**src/rtl/core/pctk_pkg.sv**
```systemverilog
// Package for the per-class top-K table: sizes, operation codes and the ranking compare.
// No dependencies; imported by per_class_top_k_table and its testbench.
`default_nettype none
package pctk_pkg;

    localparam int MAX_ENTRIES = 10;
    localparam int NUM_CLASSES = 4;
    localparam int RAM_DEPTH   = NUM_CLASSES * MAX_ENTRIES;
    localparam int ADDR_W      = $clog2(RAM_DEPTH);
    localparam int IDX_W       = 4;
    localparam int SCORE_W     = 32;
    localparam int TAG_W       = 16;
    localparam int ENTRY_W     = SCORE_W + TAG_W;

    localparam logic [1:0] OP_INSERT  = 2'd0;
    localparam logic [1:0] OP_QUERY   = 2'd1;
    localparam logic [1:0] OP_READOUT = 2'd2;

    typedef logic [IDX_W-1:0] idx_t;

    function automatic logic ranks_above(input logic hib, input logic signed [SCORE_W-1:0] a,
                                         input logic signed [SCORE_W-1:0] b);
        ranks_above = hib ? (a > b) : (a < b);
    endfunction

endpackage
`default_nettype wire

```
**src/rtl/core/pctk_ram.sv**
```systemverilog
// Generic single-write, single-read RAM with registered read data.
// No dependencies.
`default_nettype none
module pctk_ram #(
    parameter int WIDTH = 8,
    parameter int DEPTH = 16
) (
    input  wire logic                     clk,
    input  wire logic                     we,
    input  wire logic [$clog2(DEPTH)-1:0] waddr,
    input  wire logic [WIDTH-1:0]         wdata,
    input  wire logic [$clog2(DEPTH)-1:0] raddr,
    output logic      [WIDTH-1:0]         rdata
);

    logic [WIDTH-1:0] mem [DEPTH];

    always_ff @(posedge clk)
    begin
        if (we)
        begin
            mem[waddr] <= wdata;
        end
        rdata <= mem[raddr];
    end

endmodule
`default_nettype wire

```
**src/rtl/core/per_class_top_k_table.sv**
```systemverilog
// Per-class top-K table: top level with sequencer, class counters and output register.
// Depends on pctk_pkg and pctk_ram.
`default_nettype none
// Keeps a best-first list of up to MAX_ENTRIES (value, tag) pairs per class in one
// shared RAM. Insert and query walk the class list from its best end, one entry per
// cycle, until the value beats an entry; an insert then moves the entries below it down
// one slot per cycle; a full list drops a value that beats none of its entries. A
// readout gives one result per cycle while the output is not stalled, reading the list
// through the single RAM read port.
// Input is taken only while the sequencer is idle; results leave through an output
// register, so a new item may be taken while the last result still waits.
module per_class_top_k_table (
    input  wire logic        clk,
    input  wire logic        rst_n,
    input  wire logic        s_tvalid,
    output logic             s_tready,
    input  wire logic [55:0] s_tdata,   // category[1:0], score_value[33:2], entry_tag[49:34]
    input  wire logic [1:0]  s_tuser,   // operation[1:0]
    output logic             m_tvalid,
    input  wire logic        m_tready,
    output logic [63:0]      m_tdata,   // qualifies[0], position[4:1], entry_count[8:5],
                                        // out_score[40:9], out_tag[56:41]
    output logic             m_tuser,   // holds_entry[0]
    output logic             m_tlast,   // last_item
    input  wire logic        cfg_we,
    input  wire logic        cfg_wdata  // higher_is_better
);
    import pctk_pkg::*;

    localparam logic [2:0] ST_IDLE    = 3'd0;
    localparam logic [2:0] ST_SHIFT   = 3'd1;
    localparam logic [2:0] ST_SCAN    = 3'd2;
    localparam logic [2:0] ST_PLACE   = 3'd3;
    localparam logic [2:0] ST_RES     = 3'd4;
    localparam logic [2:0] ST_RDOUT   = 3'd5;

    localparam idx_t MAX_IDX = IDX_W'(MAX_ENTRIES);

    logic [2:0]               state_reg, state_next;
    logic [1:0]               op_reg, op_next;
    logic [1:0]               cls_reg, cls_next;
    logic [ADDR_W-1:0]        base_reg, base_next;
    logic signed [SCORE_W-1:0] val_reg, val_next;
    logic [TAG_W-1:0]         tag_reg, tag_next;
    idx_t                     idx_reg, idx_next;
    idx_t                     cnt_reg, cnt_next;
    logic [ENTRY_W-1:0]       carry_reg, carry_next;
    logic                     hib_reg, hib_next;
    idx_t                     counts_reg [NUM_CLASSES];
    idx_t                     counts_next [NUM_CLASSES];
    logic                     res_q_reg, res_q_next;
    idx_t                     res_pos_reg, res_pos_next;
    idx_t                     res_cnt_reg, res_cnt_next;
    logic                     m_tvalid_reg, m_tvalid_next;
    logic [63:0]              m_tdata_reg, m_tdata_next;
    logic                     m_tuser_reg, m_tuser_next;
    logic                     m_tlast_reg, m_tlast_next;

    logic [1:0]               in_op;
    logic [1:0]               in_cls;
    logic signed [SCORE_W-1:0] in_val;
    logic [TAG_W-1:0]         in_tag;
    idx_t                     in_cnt;
    logic [ADDR_W-1:0]        in_base;
    logic                     in_cls_ok;

    logic                     ram_we;
    logic [ADDR_W-1:0]        ram_waddr;
    logic [ENTRY_W-1:0]       ram_wdata;
    logic [ADDR_W-1:0]        ram_raddr;
    logic [ENTRY_W-1:0]       ram_rdata;
    logic signed [SCORE_W-1:0] rd_val;
    logic [TAG_W-1:0]         rd_tag;
    logic                     out_free;
    logic                     above;
    logic                     rd_last;
    idx_t                     new_cnt;
    idx_t                     top_idx;

    pctk_ram #(
        .WIDTH (ENTRY_W),
        .DEPTH (RAM_DEPTH)
    ) u_entries (
        .clk   (clk),
        .we    (ram_we),
        .waddr (ram_waddr),
        .wdata (ram_wdata),
        .raddr (ram_raddr),
        .rdata (ram_rdata)
    );

    assign in_op     = s_tuser;
    assign in_cls    = s_tdata[1:0];
    assign in_val    = s_tdata[33:2];
    assign in_tag    = s_tdata[49:34];
    assign in_cls_ok = (32'(in_cls) < NUM_CLASSES);
    assign in_cnt    = counts_reg[in_cls];
    assign in_base   = ADDR_W'(32'(in_cls) * MAX_ENTRIES);

    assign rd_val   = ram_rdata[SCORE_W-1:0];
    assign rd_tag   = ram_rdata[ENTRY_W-1:SCORE_W];
    assign above    = ranks_above(hib_reg, val_reg, rd_val);
    assign out_free = !m_tvalid_reg || m_tready;
    assign rd_last  = (idx_reg + 1'b1 == cnt_reg);
    assign new_cnt  = (cnt_reg < MAX_IDX) ? cnt_reg + 1'b1 : cnt_reg;
    // last slot that an insert shifts into
    assign top_idx  = (cnt_reg < MAX_IDX) ? cnt_reg : MAX_IDX - 1'b1;

    assign s_tready = (state_reg == ST_IDLE);
    assign m_tvalid = m_tvalid_reg;
    assign m_tdata  = m_tdata_reg;
    assign m_tuser  = m_tuser_reg;
    assign m_tlast  = m_tlast_reg;

    always_comb
    begin
        state_next    = state_reg;
        op_next       = op_reg;
        cls_next      = cls_reg;
        base_next     = base_reg;
        val_next      = val_reg;
        tag_next      = tag_reg;
        idx_next      = idx_reg;
        cnt_next      = cnt_reg;
        carry_next    = carry_reg;
        hib_next      = cfg_we ? cfg_wdata : hib_reg;
        counts_next   = counts_reg;
        res_q_next    = res_q_reg;
        res_pos_next  = res_pos_reg;
        res_cnt_next  = res_cnt_reg;
        m_tvalid_next = m_tvalid_reg && !m_tready;
        m_tdata_next  = m_tdata_reg;
        m_tuser_next  = m_tuser_reg;
        m_tlast_next  = m_tlast_reg;
        ram_we        = 1'b0;
        ram_waddr     = base_reg + ADDR_W'(idx_reg);
        ram_wdata     = {tag_reg, val_reg};
        ram_raddr     = base_reg;

        unique case (state_reg)
            ST_IDLE:
            begin
                ram_raddr = in_base;
                if (s_tvalid)
                begin
                    op_next      = in_op;
                    cls_next     = in_cls;
                    base_next    = in_base;
                    val_next     = in_val;
                    tag_next     = in_tag;
                    cnt_next     = in_cnt;
                    idx_next     = '0;
                    res_q_next   = 1'b0;
                    res_pos_next = '0;
                    res_cnt_next = '0;
                    if (!in_cls_ok)
                    begin
                        state_next = ST_RES;
                    end
                    else
                    begin
                        case (in_op) inside
                            OP_INSERT, OP_QUERY:
                            begin
                                state_next = (in_cnt == '0) ? ST_PLACE : ST_SCAN;
                            end
                            OP_READOUT:
                            begin
                                state_next = (in_cnt == '0) ? ST_RES : ST_RDOUT;
                            end
                            default:
                            begin
                                res_cnt_next = in_cnt;
                                state_next   = ST_RES;
                            end
                        endcase
                    end
                end
            end
            ST_SCAN:
            begin
                ram_raddr = base_reg + ADDR_W'(idx_reg) + 1'b1;
                if (above)
                begin
                    res_q_next   = 1'b1;
                    res_pos_next = idx_reg;
                    res_cnt_next = cnt_reg;
                    state_next   = ST_RES;
                    if (op_reg == OP_INSERT)
                    begin
                        ram_we               = 1'b1;
                        carry_next           = ram_rdata;
                        res_cnt_next         = new_cnt;
                        counts_next[cls_reg] = new_cnt;
                        if (idx_reg != top_idx)
                        begin
                            idx_next   = idx_reg + 1'b1;
                            state_next = ST_SHIFT;
                        end
                    end
                end
                else
                begin
                    idx_next = idx_reg + 1'b1;
                    if (rd_last)
                    begin
                        if (cnt_reg == MAX_IDX)
                        begin
                            res_q_next   = 1'b0;
                            res_pos_next = MAX_IDX;
                            res_cnt_next = cnt_reg;
                            state_next   = ST_RES;
                        end
                        else
                        begin
                            state_next = ST_PLACE;
                        end
                    end
                end
            end
            ST_SHIFT:
            begin
                ram_we     = 1'b1;
                ram_wdata  = carry_reg;
                carry_next = ram_rdata;
                if (idx_reg == top_idx)
                begin
                    state_next = ST_RES;
                end
                else
                begin
                    idx_next  = idx_reg + 1'b1;
                    ram_raddr = base_reg + ADDR_W'(idx_reg) + 1'b1;
                end
            end
            ST_PLACE:
            begin
                res_q_next   = 1'b1;
                res_pos_next = idx_reg;
                res_cnt_next = cnt_reg;
                if (op_reg == OP_INSERT)
                begin
                    ram_we               = 1'b1;
                    res_cnt_next         = new_cnt;
                    counts_next[cls_reg] = new_cnt;
                end
                state_next = ST_RES;
            end
            ST_RES:
            begin
                if (out_free)
                begin
                    m_tvalid_next = 1'b1;
                    m_tdata_next  = {7'd0, TAG_W'(0), SCORE_W'(0), res_cnt_reg, res_pos_reg,
                                     res_q_reg};
                    m_tuser_next  = 1'b0;
                    m_tlast_next  = 1'b1;
                    state_next    = ST_IDLE;
                end
            end
            ST_RDOUT:
            begin
                ram_raddr = base_reg + ADDR_W'(idx_reg);
                if (out_free)
                begin
                    m_tvalid_next = 1'b1;
                    m_tdata_next  = {7'd0, rd_tag, rd_val, cnt_reg, idx_reg, 1'b1};
                    m_tuser_next  = 1'b1;
                    m_tlast_next  = rd_last;
                    if (rd_last)
                    begin
                        state_next = ST_IDLE;
                    end
                    else
                    begin
                        idx_next  = idx_reg + 1'b1;
                        ram_raddr = base_reg + ADDR_W'(idx_reg) + 1'b1;
                    end
                end
            end
            default:
            begin
                state_next = ST_IDLE;
            end
        endcase
    end

    always_ff @(posedge clk or negedge rst_n)
    begin
        if (!rst_n)
        begin
            state_reg    <= ST_IDLE;
            hib_reg      <= 1'b1;
            m_tvalid_reg <= 1'b0;
            for (int i = 0; i < NUM_CLASSES; i++)
            begin
                counts_reg[i] <= '0;
            end
        end
        else
        begin
            state_reg    <= state_next;
            hib_reg      <= hib_next;
            m_tvalid_reg <= m_tvalid_next;
            counts_reg   <= counts_next;
        end
    end

    always_ff @(posedge clk)
    begin
        op_reg      <= op_next;
        cls_reg     <= cls_next;
        base_reg    <= base_next;
        val_reg     <= val_next;
        tag_reg     <= tag_next;
        idx_reg     <= idx_next;
        cnt_reg     <= cnt_next;
        carry_reg   <= carry_next;
        res_q_reg   <= res_q_next;
        res_pos_reg <= res_pos_next;
        res_cnt_reg <= res_cnt_next;
        m_tdata_reg <= m_tdata_next;
        m_tuser_reg <= m_tuser_next;
        m_tlast_reg <= m_tlast_next;
    end

endmodule
`default_nettype wire

```
**config.mk**
```make
export PLATFORM = sky130hd
export DESIGN_NAME = per_class_top_k_table
export DESIGN_NICKNAME = d
export VERILOG_FILES = /design/src/rtl/core/pctk_pkg.sv /design/src/rtl/core/pctk_ram.sv /design/src/rtl/core/per_class_top_k_table.sv
export SDC_FILE = /design/constraint.sdc
export NUM_CORES = 2
export LEC_CHECK = 0
export BUFFER_PORTS_ARGS = -buffer_cell sky130_fd_sc_hd__clkbuf_2
export CAP_MARGIN = 25
export CORE_ASPECT_RATIO = 1.2
export CORE_MARGIN = 3
export CORE_UTILIZATION = 45
export CTS_CLUSTER_SIZE = 20
export DETAILED_ROUTE_END_ITERATION = 12
export HOLD_SLACK_MARGIN = 0.05
export PLACE_DENSITY = 0.59
export SKIP_CTS_REPAIR_TIMING = 1
export SLEW_MARGIN = 10
export SYNTH_ARGS = -nofsm -noshare
export SYNTH_HDL_FRONTEND = slang
export SYNTH_HIERARCHICAL = 1
export SYNTH_SLANG_ARGS = --single-unit
```
**constraint.sdc**
```tcl
create_clock -name clk -period 9.3 [get_ports clk]
set_clock_uncertainty 0.2 [all_clocks]
set_input_delay 0.93 -clock clk [delete_from_list [all_inputs] [get_ports clk]]
set_output_delay 0.93 -clock clk [all_outputs]
set_load 0.01 [all_outputs]
```
== Yosys cells after proc, flatten, opt, wreduce, memory -nomap -nowiden ==
Memory sizes are Yosys's and may differ from the RTL's. A register that Yosys moved wholly into a read port is not among the register bits.
Cells that the tools add are included.
W data, S select, Z words.

* Add/sub/neg operators: 4
* Multiply operators: 1
* Magnitude comparators: 6
* Eq/ne operators: 24
* Muxes and demuxes: 75
* Bitwise logic cells: 2
* Reductions and logical operators: 23

{| class="wikitable"
|+ Operators with widths
! cell !! count
|-
| $mux W48 || 3
|-
| $mux W64 || 2
|-
| $pmux W64 S2 || 1
|-
| $pmux W48 S2 || 1
|-
| $mux W4 || 22
|-
| $mux W3 || 11
|-
| $gt A32 B32 Y1 || 1
|-
| $lt A32 B32 Y1 || 1
|-
| $mux W16 || 2
|-
| $pmux W16 S2 || 1
|-
| $pmux W4 S3 || 2
|-
| $pmux W6 S4 || 1
|-
| $mux W6 || 3
|-
| $ne A2 B2 Y1 const B || 9
|-
| $pmux W3 S6 || 1
|-
| $mux W1 || 17
|-
| $bwmux W16 || 1
|-
| $pmux W4 S4 || 1
|-
| $ne A3 B3 Y1 const B || 4
|-
| $add A4 B1 Y4 const B || 2
|-
| $bmux W4 S2 || 1
|-
| $demux W4 S2 || 1
|-
| $eq A4 B4 Y1 || 2
|-
| $reduce_and A7 Y1 || 1
|-
| 30 further kinds || 44
|}

* Bits in registers: 209
* Memory bits (writable): 1920
* Input port bits: 64
* Output and inout port bits: 68
* Logic and storage cells: 157
* Memories: 1

{| class="wikitable"
|+ Memory list
! memory !! words !! width !! rd ports !! clocked after memory_dff !! write ports !! RTL line !! RTL
|-
| u_entries.mem || 40 || 48 || 1 || 1 || 1 || pctk_ram.sv:16 || <nowiki>logic [WIDTH-1:0] mem [DEPTH];</nowiki>
|}

== Depth between registers and ports, before layout ==
* Depth in word-level cells: 10
* Mapped depth: 18
* Mapped depth without buffers: 14

== Hierarchy ==
The synthesis kept the hierarchy.

{| class="wikitable"
|+ By module, submodules not included
! module !! times used !! cells an instance !! area each (um^2) !! sequential area each (um^2)
|-
| pctk_ram || 1 || 3807 || 75741.4 || 58616.2
|-
| per_class_top_k_table || 1 || 788 || 9405.3 || 5811.8
|}

== Least setup slack after synthesis ==
OpenSTA, ideal clock, no wires.

* Path kind: register to register
* Start: reg val_reg[10]
* End: mem u_entries/mem[16][0] (netlist bit) (enable)
* Library setup time: 0.513 ns
* Arrival time: 6.321 ns
* Required time: 8.587 ns
* Slack: 2.266 ns
* Stages on the path, launching flop included: 13
* Buffers on the path: 0
* Clock period less this slack: 7.034 ns
* Cells stage by stage: edfxtp_1 -> ha_1 -> a41o_1 -> a21oi_1 -> o2bb2ai_1 -> o41a_2 -> or3_1 -> nand4b_4 -> nand3_1 -> nand2_1 -> nor4bb_1 -> nand2b_1 -> nor3_1

* Cells in the longest elaborated chain, start to end: 6
* Elaborated cells on any way between the ends: 7
* Those cells by class: order compare (2); mux (5)

{| class="wikitable"
|+ Ends and longest elaborated chain
! what !! RTL line !! RTL
|-
| start: declaration || per_class_top_k_table.sv:43 || <nowiki>logic signed [SCORE_W-1:0] val_reg, val_next;</nowiki>
|-
| start signal: assignment || per_class_top_k_table.sv:314 || <nowiki>val_reg <= val_next;</nowiki>
|-
| $lt A32 B32 Y1 / $gt A32 B32 Y1 (equally long branches) || pctk_pkg.sv:23 || <nowiki>ranks_above = hib ? (a > b) : (a < b);</nowiki>
|-
| $mux W1 * || pctk_pkg.sv:23 ||
|-
| $mux W1 * || per_class_top_k_table.sv:183 || <nowiki>if (above)</nowiki>
|-
| $pmux W1 S3 * || per_class_top_k_table.sv:140 || <nowiki>unique case (state_reg)</nowiki>
|-
| net ram_we || per_class_top_k_table.sv:67 || <nowiki>logic ram_we;</nowiki>
|-
| $mux W1 * || pctk_ram.sv:20 || <nowiki>if (we)</nowiki>
|-
| $mux W1 (implied by the code) * || pctk_ram.sv:22 || <nowiki>mem[waddr] <= wdata;</nowiki>
|-
| end: declaration || pctk_ram.sv:16 ||
|}

The timed path passes the listed nets; every way through them passes the cells marked *.

== Worst setup path in the final report ==
* Start: reg val_reg[31]
* End: mem u_entries/mem[13][14] (netlist bit) (enable)

Same word-level chain as after synthesis.

==> results.md <==
- Yosys cell types: 80
- Max-cap violations: 0
- Die X: 403 um
- CTS tree: built
- Grt ovf: 0
- DRC Markers: 0
- Largest net degree at the start of global routing: 116
- Critical path arrival: 7.04 ns
- DR vias/cell: 5.85
- Num ports: 132
- Clock power frac: 25.9%
- Top FF cell, synth: edfxtp_1
- Sw Ratio: 35.4%
- Layout fillers: 14900
- RSZ-0062 raised after global routing: false
- Pint: 21.4 mW
- Final net count: 4974
- Leading area contributor after synthesis: edfxtp_1
- Hold Path Class: input pin to flip-flop
- Hpwl dp: 114 mm
- Vias in the first global route: 43700
- Ys Warns: 6
- Critical Path RT: 9.58 ns
- Status: complete, no violations
- Initial antenna violation count: 7
- EDFF count, synth: 2096
- First-pass GRT wire length: 311 mm
- Via Count: 44000
- Post-Syn Area per Cell: 18.5 um2
- Peak supply drop: 409 uV
- Cell Area, Synth: 0.0851 mm2
- Initial Util: 45.4%
- Worst Tran Pin Value: 1.12 ns
- NetSw: 11.7 mW
- Die Y: 483 um
- Core Area: 0.188 mm2
- GPL Wtd Cong: 0.779
- Total leakage power: 31.0 nW
- Die ar.: 0.194 mm2
- Total Power: 33.1 mW
- Layout cells sized above 1: 18.3%
- Final period util: 72.7%
- Syn Inst Count: 4595
- Gr usage total: 22.0%
- Min Tclk post-route: 6.76 ns
- Max reg flops: 1920
- Flop pwr share: 38.1%
- Post-synthesis sequential element count: 2165
- Root buf cell: clkbuf_16
- Setup CP Type: flip-flop to flip-flop
- FP Rows: 174
- Critical path startpoint category: flip-flop
- CTS clk-pin slew, worst paths: 0.06 ns
- CP endpoint kind: flip-flop
- Top cells by area, synth: edfxtp_1 74%, mux2i_1 9.1%, mux4_2 2.6%, a22oi_1 1.7%, dfxtp_1 1.1%
- Max clock buf depth: 3
- Final TNS setup: 0 ns
- Max-slew headroom: 25.0%
- Average wire per standard cell: 28.7 um
- CTS H-tree lvls: 4
- Final hold vios: 0
- Num CTS Buffers: 212
- WL final: 216 mm
- ANT nets after route: 0
- Count leader, synth: edfxtp_1
- Async set or reset register ratio after synthesis: 0.970%
- Combinational power share: 36.0%
- Slew Viols, Final: 0
- Synth top cells by count: 2096 x edfxtp_1, 773 x mux2i_1, 229 x nand2_1
- # setup viols final: 0
- Achievable Freq: 148 MHz
- Largest fanout on the critical path: 32
- Starting DRT DRC Count: 4503
- CTS sink count: 2165
- Sequential area share after synthesis: 75.7%
- Clk Latency, worst-skew pair: 0.86 ns
- Power density cells: 340 mW/mm2
- DRT Pass-1 Iters: 6
- Synth top area share: 73.9%
- Area Growth Syn to Fin: 14.2%
- Worst hold slack: 0.102 ns
- PortBufs: 118
-- final timing paths --
kind / from / to / slack [ns] / depth (start not counted)
hold reg to reg: u_entries/rdata[36] / carry_reg[36] / 0.23 / 0
setup reg to reg: val_reg[31] / u_entries/mem[13][14] / 2.54 / 12
max in group asynchronous: rst_n / state_reg[2] / 8.08 / 2
setup / recovery: val_reg[31] / u_entries/mem[13][14] / 2.54 / 12
hold / removal: cfg_wdata / hib_reg / 0.10 / 2
min in group asynchronous: rst_n / counts_reg[12] / 0.40 / 2
-- power by group through the flow --
stage / combinational, mW / sequential [mW] / clock [mW]
floorplan: 7.52 / 12.7 / 0
global placement: 11.6 / 12.8 / 0
detailed placement: 11.8 / 12.8 / 0
CTS: 11.9 / 12.6 / 8.74
global route: 12.6 / 12.6 / 9.13
finish: 11.9 / 12.6 / 8.57
-- cell type report --
class | instances | area, um2 | area share (%)
flip-flops and latches | 2165 | 64400 | 66.2
multi-input cells | 2119 | 19600 | 20.2
clock buffers | 309 | 6080 | 6.26
well taps | 2464 | 3080 | 3.17
repair buffers | 325 | 2920 | 3.00
clock inverters | 91 | 952 | 0.979
inverters | 46 | 173 | 0.178
diodes | 5 | 12.5 | 0.0129
-- layout by cell type, fill, tap and decap left out, types with 8 or more instances in the layout --
| master | instances |
|---|---|
| o21ai_0 | 13 |
| dlygate4sd3_1 | 46 |
| nand4_1 | 15 |
| a221oi_1 | 49 |
| nor2_1 | 55 |
| mux2_2 | 55 |
| clkbuf_1 | 59 |
| nand2_1 | 222 |
| a22oi_1 | 195 |
| and3_1 | 20 |
| clkbuf_8 | 35 |
| nor2b_1 | 14 |
| a21oi_1 | 115 |
| buf_12 | 21 |
| inv_1 | 45 |
| clkinv_2 | 28 |
| o22ai_1 | 48 |
| buf_4 | 112 |
| clkbuf_16 | 215 |
| mux4_2 | 100 |
| mux2i_1 | 773 |
| a221oi_2 | 48 |
| clkbuf_2 | 118 |
| dfrtp_1 | 19 |
| ha_1 | 40 |
| o41ai_2 | 50 |
| nor2_4 | 41 |
| clkinv_1 | 29 |
| mux2_1 | 12 |
| nor3_1 | 8 |
| a22o_1 | 98 |
| nand2b_1 | 10 |
| buf_8 | 13 |
| dfxtp_1 | 48 |
| buf_16 | 15 |
| bufinv_16 | 14 |
| edfxtp_1 | 2096 |
| nand3_1 | 20 |
-- kinds of logic after synthesis --
kind of cell               after synthesis  share of synthesized area (%)
AOI/OAI and AO/OA                      670                           6.69
and+or+nand+nor                        450                           2.41
adders and majority gates               41                          0.611
DFF                                   2165                           75.7
muxes                                  940                           12.6
other                                    1                        0.00440
buffers and inverters                  317                           1.87
xor gates and xnor gates                11                          0.131
-- stage by stage --
step | setup WS, ns | cell area (um2) | util [%] | cells
after floorplan | 2.27 | 85200 | - | 4601
after global placement | 2.31 | 89100 | 47.5 | 7041
after detailed placement | 2.59 | 89500 | 47.7 | 7060
after CTS | 2.59 | 96500 | 51.4 | 7460
after global routing | 2.29 | 97200 | 51.8 | 7520
final | 2.54 | 97300 | 51.8 | 7524
-- critical path, stage by stage, from the launching register on --
cell and delay [ns]:
edfxtp_1 0.38, ha_1 0.95, nand4_1 0.23, or2_2 0.36, o2111ai_2 0.77, nor3_1 0.20
o21ai_4 0.41, nand3_1 0.30, nand2_1 0.30, nor2b_1 0.31, nand3_1 0.38, nor2_4 0.80
buf_4 0.68
-- layer usage --
layer  track usage, %  routed length [um]
met5                0                   0
met4             5.50                4210
met3             3.11               13600
met2             35.9              104000
met1             31.5               94600
Note: power is estimated with default switching activity, not from simulation.
